--- src/hw/rtl/pmre_fifo.sv ---
// small register queue between stages
`timescale 1ns / 1ps

module pmre_fifo #(
    parameter int WIDTH = 32,
    parameter int DEPTH = 2
) (
    input  logic             clk,
    input  logic             rst_n,
    input  logic             push,
    input  logic [WIDTH-1:0] wdata,
    output logic             full,
    input  logic             pop,
    output logic [WIDTH-1:0] rdata,
    output logic             empty
);

    localparam int PW = (DEPTH > 1) ? $clog2(DEPTH) : 1;
    localparam int CW = $clog2(DEPTH + 1);

    logic [WIDTH-1:0] mem_reg [DEPTH];
    logic [PW-1:0]    rd_ptr_reg;
    logic [PW-1:0]    wr_ptr_reg;
    logic [CW-1:0]    cnt_reg;
    logic             do_push;
    logic             do_pop;

    assign full    = (cnt_reg == CW'(DEPTH));
    assign empty   = (cnt_reg == '0);
    assign do_push = push && !full;
    assign do_pop  = pop && !empty;
    assign rdata   = mem_reg[rd_ptr_reg];

    // storage, no reset needed
    always_ff @(posedge clk)
    begin
        if (do_push)
        begin
            mem_reg[wr_ptr_reg] <= wdata;
        end
    end

    // pointers and fill level
    always_ff @(posedge clk or negedge rst_n)
    begin
        if (!rst_n)
        begin
            rd_ptr_reg <= '0;
            wr_ptr_reg <= '0;
            cnt_reg    <= '0;
        end
        else
        begin
            if (do_push)
            begin
                wr_ptr_reg <= (wr_ptr_reg == PW'(DEPTH - 1)) ? '0 : wr_ptr_reg + 1'b1;
            end
            if (do_pop)
            begin
                rd_ptr_reg <= (rd_ptr_reg == PW'(DEPTH - 1)) ? '0 : rd_ptr_reg + 1'b1;
            end
            if (do_push && !do_pop)
            begin
                cnt_reg <= cnt_reg + 1'b1;
            end
            else if (do_pop && !do_push)
            begin
                cnt_reg <= cnt_reg - 1'b1;
            end
        end
    end

endmodule

--- config.mk ---
export PLATFORM = sky130hd
export DESIGN_NAME = pmre_fifo
export DESIGN_NICKNAME = d
export VERILOG_FILES = /design/src/hw/rtl/pmre_fifo.sv
export SDC_FILE = /design/constraint.sdc
export NUM_CORES = 1
export LEC_CHECK = 0
export ABC_AREA = 1
export ABC_CLOCK_PERIOD_IN_PS = 2800
export BUFFER_PORTS_ARGS = -buffer_cell sky130_fd_sc_hd__buf_4
export CAP_MARGIN = 20
export CORE_MARGIN = 2
export CORE_UTILIZATION = 36
export DETAILED_ROUTE_END_ITERATION = 8
export PLACE_DENSITY = 0.69
export SYNTH_ARGS = -nofsm -noshare
export SYNTH_HDL_FRONTEND = slang
export SYNTH_SLANG_ARGS = --single-unit
--- constraint.sdc ---
create_clock -name clk -period 2.8 [get_ports clk]
set_input_delay 0.28 -clock clk [delete_from_list [all_inputs] [get_ports clk]]
set_output_delay 0.28 -clock clk [all_outputs]
set_load 0.01 [all_outputs]
==> metrics.md <==
| Metric | Value |
|---|---|
| Outcome | `finished clean` |
| Max Cap Violations | `0` |
| Switching fraction of total power | `between 30% and 40%` |
| Hold Crit Endpoint | `mem_reg[0][21]` |
| Syn avg cell area | `approximately 13 um2` |
| DP Wirelength | `3000 um` |
| Achievable frequency | `583 MHz` |
| Reg2Reg Setup Slack | `1.22 ns` |
| Net Switching | `between 0.001 and 0.0015 W` |
| Ys Warns | `0` |
| Seq/Total Area, Yosys | `79.0%` |
| Total CTS buffers | `9` |
| R2R depth | `6` |
| Pleak | `about 1.5 nW` |
| CP Class | `register to output pin` |
| Slowest stage delay, CP | `~0.40 ns` |
| Drt wl/cell | `12.1 um` |
| Critical Path, Cell by Cell | `inv_2, nand2_1, nand2_1, buf_4` |
| Vias | `roughly 1600` |
| RSZ-0062 raised after global routing | `false` |
| Row Count | `30` |
| Top-level I/O count | `70` |
| Pin count of the biggest net entering global routing | `34` |
| Tcrit/Tclk final | `between 60% and 70%` |
| Clock Path Buffers | `2` |
| Critical Path RT | `about 2.5 ns` |
| Reg2reg start | `cnt_reg[1]` |
| Synth Register Bits | `68` |
| Final min period | `~1.7 ns` |
| Reg2reg end | `mem_reg[0][26]` |
| Post-synth top cells | `105 x nand2_1, 64 x edfxtp_1, 7 x inv_1` |
| VDD IR max | `between 0.0004 and 0.0005 V` |
| Crit. Startpoint | `rd_ptr_reg` |
| Slew at the pin with the worst max-slew slack | `between 0.5 and 0.6 ns` |
| Post-Route Setup TNS | `0 ns` |
| CORE AREA | `6830 um2` |
| Htree depth | `3` |
| Rel. slew slack | `roughly 65%` |
| GRT Util Overall | `about an eighth` |
| First-pass GRT wire length | `between 7000 and 8000 um` |
| Clock network power share | `26.0%` |
| DRT Wirelength | `between 4000 and 5000 um` |
| Layout fillers | `roughly 640` |
| Initial antenna violation count | `0` |
| EDFF count, synth | `64` |
| Yosys top cell by area | `edfxtp_1` |
| Slowest CP cell | `inv_2` |
| Yosys top cell area share | `about 75%` |
| Worst Hold Launch | `wdata[21]` |
| Die width | `approximately 88 um` |
| TritonCTS clock tree | `yes` |
| Drt drc | `0` |
| Netlist cell types | `15` |
| Crit path top cell by count | `nand2_1` |
| Die ar. | `7800 um2` |
| Hold Path Stages | `1` |
| Syn_nets | `about 240` |
| CTS resizes | `0` |
| Clock transition at the registers of the reported paths | `around 0.070 ns` |
| CP endpoint kind | `output pin` |
| Chip height | `approximately 88 um` |
| Worst-path fanout max | `33` |
| Post-route setup slack | `~1.1 ns` |
| Most numerous cell in the Yosys netlist | `nand2_1` |
| Final setup fails | `0` |
| GR Overflow Total | `0` |
| CP delay by family, top | `buffers and inverters` |
| Vias per std cell | `approximately 4.2` |
| Post-route ant nets | `0` |
| Max reg flops | `between 60 and 70` |
| # diodes | `0` |
| Post-place setup slack | `~1.2 ns` |
| Final Max Tran Viols | `0` |
| Final hold viol count | `0` |
| Buffers on Ports | `approximately 70` |
| P&R area growth vs syn | `34.2%` |
| TritonCTS Sinks | `approximately 70` |
| DRT Pass-1 Iters | `4` |
| Fraction of layout cells with a size suffix above 1 | `32.7%` |
| Async set-reset flop share out of synthesis | `between 5 and 6%` |
| Hold/Removal Path Class | `input pin to register` |
| Synth top area cells | `edfxtp_1 75%, nand2_1 15%, dfrtp_1 3.9%` |
| Root buffer cell | `clkbuf_8` |
| Sequential share of power | `40.5%` |
| CP Launch Type | `register` |
| Power per Cell Area | `approximately 1100 nW/um2` |
| Clk_lat worst skew | `between 0.3 and 0.4 ns` |
| Mapped Cells | `about 200` |
| Int Pwr | `~0.0025 W` |
| Main flop type after synthesis | `edfxtp_1` |
| Post-Syn Area | `~2600 um2` |
| Initial drt markers | `57` |
| Min Hold Slack | `about 0.13 ns` |
| Vias in the first global route | `between 1500 and 2000` |
| GPL Wtd Cong | `just under 0.7` |
| Clock skew | `slightly below 0.005 ns` |
| Buf+Inv Stages, Crit Path | `2` |
| Combinational group share of total power | `between 30 and 40%` |
| WP depth | `4` |
| CP arrival | `1.43 ns` |
| Initial core utilization | `37.5%` |
| Fin nets | `between 300 and 400` |
-- worst register-to-register path, cell delays in order, from the launching register on --
cell and delay [ns]:
dfrtp_1 0.41, inv_1 0.11, nor2_2 0.05, nor2_2 0.12
nand2_1 0.09, inv_1 0.06, buf_4 0.38
-- worst max path at each step --
stage,end,slack (ns)
after floorplan,mem_reg[1][0],0.44
after global placement,mem_reg[1][28],1.30
after detailed placement,mem_reg[0][19],1.21
after CTS,rdata[15],1.02
after global routing,rdata[16],0.86
final,rdata[28],1.09
-- cells by family after synthesis --
logic type,share of synthesized area (%)
and+or+nand+nor,16.9
DFF,79.0
buffers and inverters,2.84
AOI/OAI and AO/OA,0.391
xor gates and xnor gates,0.342
adders and majority gates,0.489
-- routing by layer --
metal | GRT usage [%] | share of wire [%] | vias to the layer above
li1 | - | - | 811
met1 | 13.8 | 40 | 717
met2 | 23.1 | 53 | 38
met3 | 5.78 | 5.6 | 2
met4 | 4.55 | 0.46 | 0
met5 | 0 | 0 | -
-- final cells by class --
| cell class | count | area [um2] | share of cell area, % |
|---|---|---|---|
| Clock buffer | 9 | 124 | 3.61 |
| Clock inverter | 7 | 115 | 3.35 |
| Inverter | 8 | 30.0 | 0.875 |
| Multi-Input combinational cell | 116 | 472 | 13.7 |
| Sequential cell | 68 | 2020 | 58.9 |
| Tap cell | 96 | 120 | 3.50 |
| Timing Repair Buffer | 73 | 551 | 16.0 |
-- repair_timing --
action                                 CTS  global route
buffers inserted                         0             0
hold buffers                             1             0
endpoints found under the hold margin    4             0
-- layout by cell type, fill, tap and decap left out, drive strengths merged --
cell type	n
buf	72
bufinv	3
clkbuf	9
clkinv	2
clkinvlp	2
dfrtp	4
dlygate4sd3	1
edfxtp	64
ha	1
inv	8
nand2	105
nand3	1
nand3b	1
nand4	1
nor2	4
o21ai	2
xnor2	1
-- power by group through the flow --
stage | clock network, W | logic, W | registers (W)
after floorplan | 0 | 0.000685 | 0.00147
after global placement | 0 | 0.00122 | 0.00147
after detailed placement | 0 | 0.00124 | 0.00149
after CTS | 0.000965 | 0.00125 | 0.00146
after global routing | 0.00101 | 0.00137 | 0.00149
final | 0.000938 | 0.00121 | 0.00146
-- stage by stage --
step | utilization, % | cells | power (W) | cell area (um2)
floorplan | - | 199 | 0.00216 | 2560
global placement | 46.6 | 360 | 0.00269 | 3180
detailed placement | 46.6 | 360 | 0.00273 | 3180
CTS | 50.3 | 377 | 0.00368 | 3430
global route | 50.3 | 377 | 0.00386 | 3430
finish | 50.3 | 377 | 0.00361 | 3430
No activity file was read; power rests on OpenSTA's default activity.
