`src/hw/rtl/pmre_pkg.sv`:
```
// shared types, constants and tables of the period midrange rpm estimator
`timescale 1ns / 1ps

package pmre_pkg;

    // sizes
    localparam int WINDOW_LEN_DEF  = 32;
    localparam int QUEUE_DEPTH_DEF = 2;
    localparam int SINE_LEN        = 64;
    localparam int PHASE_W         = 6;
    localparam int PERIOD_W        = 32;
    localparam int NUMER_W         = 36;
    localparam int SETPOINT_W      = 16;
    localparam int DIV_W           = 40;
    localparam int CFG_INDEX_W     = 2;
    localparam int CFG_DATA_W      = 36;

    // arithmetic constants
    localparam logic [NUMER_W-1:0] NUMER_RESET   = 36'd18000000000;
    localparam logic [7:0]         SCALE_MUL     = 8'd173;
    localparam logic [31:0]        SCALE_OFS     = 32'd9050;
    localparam logic [13:0]        RPM_FULL      = 14'd10000;
    localparam logic [16:0]        SETPOINT_FULL = 17'd65535;
    localparam logic [15:0]        TOL_RECIP     = 16'd52429;
    localparam int                 TOL_SHIFT     = 19;
    // ceil(2^34 / 5), exact divide by 5 for any 32 bit value after a shift by 34
    localparam logic [31:0]        RECIP5        = 32'hCCCCCCCD;
    // 173 * ceil(2^16 / 20), exact for 173 * r / 20 with r below 20
    localparam logic [23:0]        FRAC_MUL      = 24'd566921;

    // configuration register indexes
    typedef enum logic [CFG_INDEX_W-1:0] {
        CFG_SPEED = 2'd0,
        CFG_SINE  = 2'd1,
        CFG_NUMER = 2'd2
    } cfg_idx_t;

    // configuration seen by the back end
    typedef struct packed {
        logic [SETPOINT_W-1:0] speed_setpoint;
        logic                  sine_mode;
        logic [NUMER_W-1:0]    rpm_numerator;
    } cfg_t;

    // one result word
    typedef struct packed {
        logic [31:0] filtered_period;
        logic [31:0] rpm_value;
        logic [31:0] scaled_rpm;
        logic        in_tolerance;
        logic [31:0] drive_word;
        logic        last_result;
    } result_t;

    localparam int RESULT_W = $bits(result_t);

    // one period of a 12 bit sine
    localparam logic [11:0] SINE_ROM [SINE_LEN] = '{
        12'd2048, 12'd2248, 12'd2447, 12'd2642, 12'd2831, 12'd3013, 12'd3185, 12'd3347,
        12'd3496, 12'd3631, 12'd3751, 12'd3854, 12'd3940, 12'd4007, 12'd4056, 12'd4085,
        12'd4095, 12'd4085, 12'd4056, 12'd4007, 12'd3940, 12'd3854, 12'd3751, 12'd3631,
        12'd3496, 12'd3347, 12'd3185, 12'd3013, 12'd2831, 12'd2642, 12'd2447, 12'd2248,
        12'd2048, 12'd1847, 12'd1648, 12'd1453, 12'd1264, 12'd1082, 12'd910,  12'd748,
        12'd599,  12'd464,  12'd344,  12'd241,  12'd155,  12'd88,   12'd39,   12'd10,
        12'd0,    12'd10,   12'd39,   12'd88,   12'd155,  12'd241,  12'd344,  12'd464,
        12'd599,  12'd748,  12'd910,  12'd1082, 12'd1264, 12'd1453, 12'd1648, 12'd1847
    };

endpackage

```
`src/hw/rtl/pmre_ram.sv`:
```
// generic single write port ram with registered read
`timescale 1ns / 1ps

module pmre_ram #(
    parameter int WIDTH = 32,
    parameter int DEPTH = 32
) (
    input  logic                                    clk,
    input  logic                                    we,
    input  logic [(DEPTH > 1 ? $clog2(DEPTH) : 1)-1:0] waddr,
    input  logic [WIDTH-1:0]                        wdata,
    input  logic [(DEPTH > 1 ? $clog2(DEPTH) : 1)-1:0] raddr,
    output logic [WIDTH-1:0]                        rdata
);

    logic [WIDTH-1:0] mem_reg [DEPTH];

    // write port and registered read port
    always_ff @(posedge clk)
    begin
        if (we)
        begin
            mem_reg[waddr] <= wdata;
        end
        rdata <= mem_reg[raddr];
    end

endmodule

```
`src/hw/rtl/pmre_front.sv`:
```
// front end: takes periods, keeps the window and finds the midrange
`timescale 1ns / 1ps

module pmre_front #(
    parameter int WINDOW_LEN = pmre_pkg::WINDOW_LEN_DEF
) (
    input  logic        clk,
    input  logic        rst_n,
    input  logic        push,
    output logic        full,
    input  logic [31:0] period_sample,
    output logic        mq_push,
    input  logic        mq_full,
    output logic [31:0] mq_data
);

    localparam int AW = (WINDOW_LEN > 1) ? $clog2(WINDOW_LEN) : 1;
    localparam int CW = $clog2(WINDOW_LEN + 1);

    typedef enum logic [1:0] {
        F_IDLE,
        F_SCAN,
        F_PUSH
    } fstate_t;

    fstate_t       state_reg;
    logic [AW-1:0] wp_reg;
    logic [CW-1:0] fill_reg;
    logic [CW-1:0] cnt_reg;
    logic          rdv_reg;
    logic [31:0]   lo_reg;
    logic [31:0]   hi_reg;
    logic [31:0]   rdata;
    logic          take;
    logic          issue;

    assign full    = (state_reg != F_IDLE);
    assign take    = push && (state_reg == F_IDLE) && (period_sample != '0);
    assign issue   = (state_reg == F_SCAN) && (cnt_reg != fill_reg);
    assign mq_push = (state_reg == F_PUSH) && !mq_full;
    assign mq_data = lo_reg + ((hi_reg - lo_reg) >> 1);

    // period window
    pmre_ram #(
        .WIDTH (32),
        .DEPTH (WINDOW_LEN)
    ) u_window (
        .clk   (clk),
        .we    (take),
        .waddr (wp_reg),
        .wdata (period_sample),
        .raddr (cnt_reg[AW-1:0]),
        .rdata (rdata)
    );

    // ring bookkeeping and min/max scan over the filled entries
    always_ff @(posedge clk or negedge rst_n)
    begin
        if (!rst_n)
        begin
            state_reg <= F_IDLE;
            wp_reg    <= '0;
            fill_reg  <= '0;
            cnt_reg   <= '0;
            rdv_reg   <= 1'b0;
            lo_reg    <= '1;
            hi_reg    <= '0;
        end
        else
        begin
            rdv_reg <= issue;
            case (state_reg)
                F_IDLE:
                begin
                    if (take)
                    begin
                        wp_reg <= (wp_reg == AW'(WINDOW_LEN - 1)) ? '0 : wp_reg + 1'b1;
                        if (fill_reg != CW'(WINDOW_LEN))
                        begin
                            fill_reg <= fill_reg + 1'b1;
                        end
                        cnt_reg   <= '0;
                        lo_reg    <= '1;
                        hi_reg    <= '0;
                        state_reg <= F_SCAN;
                    end
                end
                F_SCAN:
                begin
                    if (issue)
                    begin
                        cnt_reg <= cnt_reg + 1'b1;
                    end
                    if (rdv_reg)
                    begin
                        if (rdata < lo_reg)
                        begin
                            lo_reg <= rdata;
                        end
                        if (rdata > hi_reg)
                        begin
                            hi_reg <= rdata;
                        end
                    end
                    else if (!issue)
                    begin
                        state_reg <= F_PUSH;
                    end
                end
                F_PUSH:
                begin
                    if (!mq_full)
                    begin
                        state_reg <= F_IDLE;
                    end
                end
                default:
                begin
                    state_reg <= F_IDLE;
                end
            endcase
        end
    end

endmodule

```
`config.mk`:
```
export PLATFORM = sky130hd
export DESIGN_NAME = pmre_front
export DESIGN_NICKNAME = d
export VERILOG_FILES = /design/src/hw/rtl/pmre_pkg.sv /design/src/hw/rtl/pmre_ram.sv /design/src/hw/rtl/pmre_front.sv
export SDC_FILE = /design/constraint.sdc
export NUM_CORES = 1
export LEC_CHECK = 0
export ABC_AREA = 1
export BUFFER_PORTS_ARGS = -buffer_cell sky130_fd_sc_hd__buf_2
export CORE_AREA = 2 2 337 339
export CTS_CLUSTER_DIAMETER = 60
export DETAILED_ROUTE_END_ITERATION = 7
export DIE_AREA = 0 0 339 341
export PLACE_DENSITY = 0.68
export SYNTH_ARGS = -nofsm -noshare
export SYNTH_HDL_FRONTEND = slang
export SYNTH_SLANG_ARGS = --single-unit
export TNS_END_PERCENT = 1
```
`constraint.sdc`:
```
create_clock -name clk -period 4.8 [get_ports clk]
set_clock_uncertainty 0.1 [all_clocks]
set_input_delay 0 -clock clk [delete_from_list [all_inputs] [get_ports clk]]
set_output_delay 0 -clock clk [all_outputs]
set_load 0.005 [all_outputs]
```
==> out/results.txt, run 1 <==
Status = finished with violations
Failing checks = hold timing
Post-route DRC = 0
Hold Path Class = primary input to async pin
Critical path origin = lo_reg[0]$_DFFE_PN1P_
Global route overflow = 0
Layout Area Growth over Synthesis = 12.5%
Buffers on Ports = 69
PwrDens = 665 nW/µm²
Fin crit period = 4.51 ns
Total die area = 116,000 µm²
Number of global-route vias before repair = 33,700
Worst EP required = 4.70 ns
Post-synth cell types = 48
Wirelength, routed = 140,000 µm
Die span in x = 339 µm
Fraction of layout cells with a size suffix above 1 = 0.102
Worst-Skew Late Latency = 0.72 ns
Seq cells post-synth = 1,140
Least-Margin Pin Slew = 1.12 ns
Setup TNS = 0 ns
Via density = 5.80
Total Power = 0.0374 W
Core area = 112,000 µm²
Net Count, Synth = 4,548
Root buf cell = clkbuf_16
Clock buffer depth = 3
Avg Inst Size Synth = 11.4 µm²
GRT Overall Usage = 0.237
Wire length per cell = 23.1 µm
Fillers = 9,770
Vias = 35,100
H-Tree Level Count = 3
RR Startpoint = cnt_reg[0]$_DFFE_PN0P_
Hold Slack = -0.00406 ns
First-pass DRT Iterations = 6
Initial antenna violation count = 12
Detailed Place HPWL = 80,800 µm
Max-slew violation count = 0
Synthesis Warnings = 0
Mapped Area = 50,000 µm²
Post-layout nets = 4,627
Final Core Density = 0.503
Fmax = 0.222 GHz
CP Launch Type = register
Clock Pin Slew Worst Setup and Hold Paths = 0.06 ns
Max reg flops = 1,024
Leak = 19.8 nW
Sequential share of the synthesized area = 0.671
Post-route clock period utilization = 0.939
Die H = 341 µm
Clock sink count = 1,140
Data arrival, critical path = 4.41 ns
RePlAce Congestion = 0.900
WS Path Type = register to output port
Largest net degree at the start of global routing = 130
Final Hold Fails = 1
First-pass GRT wire length = 209,000 µm
CTS tree = built
I/O pins = 70
Worst Setup End Kind = output port
VDD IR max = 411 µV
Max-cap violations = 0
Relative slew margins = 0.246
Final setup fails = 0
Cells after Synth = 4,377
Number of DRC markers in iteration 0 = 4,516
Maximum fanout along the worst path = 5
Antenna viol nets, final = 0
Initial Util = 0.447
CTS buffer count = 111
Num rows = 123
## area by class of cell
type	instances	area [µm²]	area share
clock buffers	129	2880	0.0511
inverters	231	881	0.0157
diodes	4	10.0	0.000178
clock inverters	80	684	0.0122
flip-flops and latches	1140	33500	0.596
multi-input cells	2761	14700	0.261
well taps	1500	1880	0.0334
repair buffers	211	1710	0.0304
## logic make-up (layout without fill, tap and decap cells)
| group | Yosys count | in the layout | share of synthesized area |
|---|---|---|---|
| AO/OA/AOI/OAI | 1058 | 1058 | 0.122 |
| buffers and inverters | 476 | 651 | 0.0415 |
| adder cells (fa/ha/maj) | 135 | 135 | 0.0341 |
| flip-flops | 1140 | 1140 | 0.671 |
| AND/OR/NAND/NOR | 1514 | 1514 | 0.123 |
| XOR/XNOR | 54 | 54 | 0.00946 |
| other | 0 | 4 | 0 |
## critical path, cell delays in order (launching register included)
cell and delay [ns]:
dfstp_2 0.56, inv_1 0.05, nor2_2 0.14, inv_1 0.07, fa_1 0.39, nand3_1 0.10
nand2_1 0.13, a21boi_2 0.21, o21ai_1 0.14, nand2_1 0.12, a21oi_1 0.08, xor2_1 0.14
ha_1 0.39, nand2_1 0.13, o21ai_1 0.35, o21bai_1 0.23, a21oi_1 0.10, nand2_1 0.11
xor2_1 0.15, buf_2 0.13
## per-stage QoR
stage                     worst slack [ns]  instance area [µm²]  std cells
after CTS                           0.0107                56100       6051
after detailed placement             0.669                52200       5805
after global placement               0.665                52200       5805
after global routing              -0.00300                56200       6055
final                                0.292                56200       6056
after floorplan                       1.07                50000       4377
## cell usage after synthesis, drive strengths merged
library cell | instances | area, µm²
nand2 | 554 | 2100
nor3b | 1 | 7.51
xnor2 | 12 | 105
dfrtp | 52 | 1300
a21o | 7 | 52.6
o21a | 7 | 52.6
nor2 | 681 | 2560
a211oi | 1 | 7.51
ha | 133 | 1660
and3 | 1 | 6.26
dfstp | 32 | 841
edfxtp | 1024 | 30700
a31oi | 7 | 43.8
inv | 226 | 848
nand3 | 177 | 886
nor3 | 49 | 245
clkinv | 5 | 18.8
nor4 | 5 | 37.5
o221ai | 92 | 825
buf | 101 | 667
o211ai | 42 | 330
fa | 2 | 40.0
a21boi | 4 | 30.0
o22ai | 169 | 1060
or2 | 1 | 6.26
o311ai | 1 | 8.76
o21bai | 8 | 60.1
a21oi | 115 | 576
dfxtp | 32 | 641
nand4 | 45 | 282
xor2 | 42 | 368
clkbuf | 144 | 542
o21ai | 604 | 3030
o31ai | 1 | 7.51
## per-layer routing
| layer | vias to the layer above | track usage | part of all wire |
|---|---|---|---|
| met5 | - | 0 | 0.00041 |
| met4 | 10 | 0.0808 | 0.035 |
| met3 | 346 | 0.0398 | 0.097 |
| met2 | 1790 | 0.380 | 0.46 |
| met1 | 17000 | 0.329 | 0.40 |
| li1 | 16000 | - | - |
## report_power, final
part           leakage (nW)  internal [W]  total [W]  switching [W]
logic                  7.55       0.00549     0.0165         0.0110
clock network          1.77       0.00471    0.00851        0.00380
registers              10.5        0.0117     0.0124       0.000711
## cells in the final DEF, fill, tap and decap left out, types with 68 or more instances in the layout
| cell | count |
|---|---|
| edfxtp_1 | 1024 |
| nor2_1 | 672 |
| nand2_1 | 548 |
| o21ai_0 | 527 |
| inv_1 | 220 |
| nand3_1 | 176 |
| o22ai_1 | 169 |
| ha_1 | 130 |
| clkbuf_16 | 111 |
| a21oi_1 | 110 |
| buf_4 | 91 |
| o221ai_1 | 89 |
| o21ai_1 | 71 |
| buf_2 | 68 |
## path summary, 6_finish.rpt
kind / endpoint / cells after the start / slack (ns)
hold / removal: lo_reg[12]$_DFFE_PN1P_ / 2 / -0.004
hold reg to reg: lo_reg[3]$_DFFE_PN1P_ / 2 / 0.37
setup / recovery: mq_data[27] / 19 / 0.29
setup reg to reg: state_reg[1]$_DFFE_PN0P_ / 11 / 1.25
max in group asynchronous: lo_reg[6]$_DFFE_PN1P_ / 3 / 4.24
min in group clk: u_window.mem_reg[22][19]$_DFFE_PP_ / 2 / 0.27
## what timing repair did
item | 4_1_cts | 5_1_grt
buffers inserted | 0 | 1
hold buffers | 37 | 0
hold endpoints to repair | 1103 | 0
setup endpoints to repair | 2 | 16
gates cloned | 0 | 0
resized for setup | 1 | 33
pin swaps | 0 | 1
Power figures use the tool's default switching activity.
==> run 2: changes to the inputs <==
Settings changed: ABC_AREA 1 to unset, CORE_AREA 2 2 337 339 to 2 2 331 333, DIE_AREA 0 0 339 341 to 0 0 333 335.
==> run 2 against run 1 <==
Net effect: the run ends with setup timing left; area after synthesis shrank 3.7%; utilization up 1.0 points; largest cell class unchanged; highest routed layer unchanged; synthesized cell count fell by 41%; register-to-register slack got worse by 0.49 ns; first-iteration DRC count down 37%; non-clock buffer count increased by 2; flip-flop and latch count unchanged; power shrank 9.6%; hold slack better by 0.037 ns.
==> out/results.txt, run 2 <==
Fmax = 0.190 GHz
Antenna viol nets, final = 0
CTS tree = built
Share of the synthesized area in the top cell type = 0.638
Synth area leaders = edfxtp_1 64%, mux4_2 15%, ha_1 3.5%
Worst-Skew Late Latency = 0.71 ns
Least-Margin Pin Slew = 1.00 ns
Max reg flops = 1,024
Die H = 335 µm
PwrDens = 610 nW/µm²
Leak = 18.4 nW
Num rows = 121
VDD IR max = 367 µV
CP Launch Type = register
Worst EP required = 4.70 ns
First-pass GRT wire length = 174,000 µm
Relative slew margins = 0.330
Detailed Place HPWL = 69,300 µm
Post-Layout Cell Count = 4,287
Number of global-route vias before repair = 26,500
Hold Path Class = primary input to register
Sequential share of the synthesized area = 0.696
Clock buffer depth = 3
Post-route DRC = 0
Final worst slack = -0.462 ns
First-pass DRT Iterations = 5
Max-slew violation count = 0
Layout Area Growth over Synthesis = 15.1%
Post-synth EDFFs = 1,024
Failing checks = setup timing
Initial Util = 0.446
Clock sink count = 1,140
I/O pins = 70
Async SR Flop Fraction = 0.0737
Wire length per cell = 27.4 µm
Total die area = 112,000 µm²
Number of DRC markers in iteration 0 = 2,826
Vias = 26,000
Largest net degree at the start of global routing = 87
Core area = 108,000 µm²
Status = finished with violations
Hold Slack = 0.0329 ns
Unrepaired setup endpoints after global routing = true
Yosys top cell by area = edfxtp_1
Post-route clock period utilization = 1.10
DP Worst Slack = 0.0509 ns
Post-synth top flop = edfxtp_1
H-Tree Level Count = 3
Fillers = 8,446
Post-synth cell types = 79
Synthesis Warnings = 0
Commonest non-fill, non-tap cell in the layout = edfxtp_1
Die span in x = 333 µm
Buffers on Ports = 69
CTS buffer count = 112
Dpl cells = 4,022
Fin crit period = 5.26 ns
Most frequent cells in the layout = 1,024 x edfxtp_1, 320 x mux4_2, 124 x ha_1
Global route overflow = 0
Cells after Synth = 2,567
GRT Overall Usage = 0.210
Top cells by count, synth = 1,024 x edfxtp_1, 320 x mux4_2, 133 x ha_1
Non-Filler Cell Area, Final = 55,400 µm²
Net Count, Synth = 2,738
Worst Setup End Kind = output port
Initial antenna violation count = 8
RePlAce Congestion = 0.817
Placement Cell Area = 51,000 µm²
Count leader, synth = edfxtp_1
Maximum fanout along the worst path = 4
Seq cells post-synth = 1,140
Post-layout nets = 2,946
Register Area = 33,500 µm²
Avg Inst Size Synth = 18.8 µm²
Data arrival, critical path = 5.16 ns
Via density = 6.06
Area of the multi-input gates = 14,300 µm²
WS Path Type = register to output port
Wirelength, routed = 117,000 µm
Clock Pin Slew Worst Setup and Hold Paths = 0.06 ns
Max-cap violations = 0
R2r setup slk = 0.76 ns
Fraction of layout cells with a size suffix above 1 = 0.287
Final setup fails = 15
Mapped Area = 48,200 µm²
Final Hold Fails = 0
Root buf cell = clkbuf_16
run 2: repair_timing:
| item | in CTS | in global routing |
|---|---|---|
| setup endpoints to repair | 17 | 17 |
| hold buffers | 38 | 0 |
| resized for setup | 33 | 18 |
| endpoints found under the hold margin | 1098 | 0 |
| setup buffers | 13 | 2 |
| cloned | 0 | 0 |
| pin swaps | 35 | 9 |
run 2: path summary, 6_finish.rpt:
check | from | to | cells past startpoint
min reg2reg | u_window.rdata[0]$_DFF_P_ | lo_reg[0]$_DFFE_PN1P_ | 2
min in group asynchronous | rst_n | lo_reg[17]$_DFFE_PN1P_ | 3
max reg2reg | state_reg[0]$_DFFE_PN0P_ | u_window.mem_reg[5][22]$_DFFE_PP_ | 5
max | lo_reg[0]$_DFFE_PN1P_ | mq_data[28] | 20
min | period_sample[22] | u_window.mem_reg[16][22]$_DFFE_PP_ | 2
max in group asynchronous | rst_n | cnt_reg[3]$_DFFE_PN0P_ | 4
run 2: critical path, stage by stage, from the launching register on:
cell and delay, ns:
dfstp_2 0.56, nand2b_4 0.07, fa_2 0.41, a211oi_2 0.26, o211ai_1 0.15, a221o_2 0.41
a21o_1 0.18, a21oi_2 0.15, o21bai_1 0.09, a21oi_1 0.16, xnor2_1 0.14, ha_1 0.31
a21oi_2 0.20, o21ai_0 0.12, a21o_1 0.21, a21oi_2 0.17, o211ai_1 0.20, a31o_2 0.26
a21oi_2 0.14, xnor2_1 0.13, buf_2 0.14
run 2: logic make-up after synthesis:
family	synth area share
mux	0.158
buf+inv	0.0174
compound gates	0.0421
xor+xnor	0.0124
fa+ha+maj	0.0354
simple gates	0.0387
flops	0.696
run 2: where the power goes:
group          switching (W)  internal (W)
combinational        0.00665       0.00609
sequential          0.000754        0.0116
clock                0.00378       0.00494
total                 0.0112        0.0226
run 2: per-stage QoR:
| stage | TNS (ns) | util | power [W] |
|---|---|---|---|
| finish | -4.15 | 0.513 | 0.0338 |
| global route | -7.38 | 0.513 | 0.0355 |
| CTS | -4.03 | 0.512 | 0.0338 |
| detailed placement | 0 | 0.472 | 0.0247 |
| global placement | 0 | 0.472 | 0.0244 |
| floorplan | 0 | - | 0.0207 |
run 2: final cells by class:
class / instances / area share
flip-flops and latches: 1140 / 0.605
multi-input cells: 1221 / 0.258
clock buffers: 136 / 0.0533
diodes: 1 / 0.0000452
well taps: 1414 / 0.0319
clock inverters: 75 / 0.0131
repair buffers: 213 / 0.0328
inverters: 87 / 0.00589
run 2: per-layer routing:
layer  global-route usage  vias to the layer above  routed length, µm
met5                    0                        -                 33
li1                     -                    11000                  -
met1                0.291                    13800              48400
met2                0.349                     1046              58200
met3               0.0340                      182               8530
met4               0.0505                        6               2340
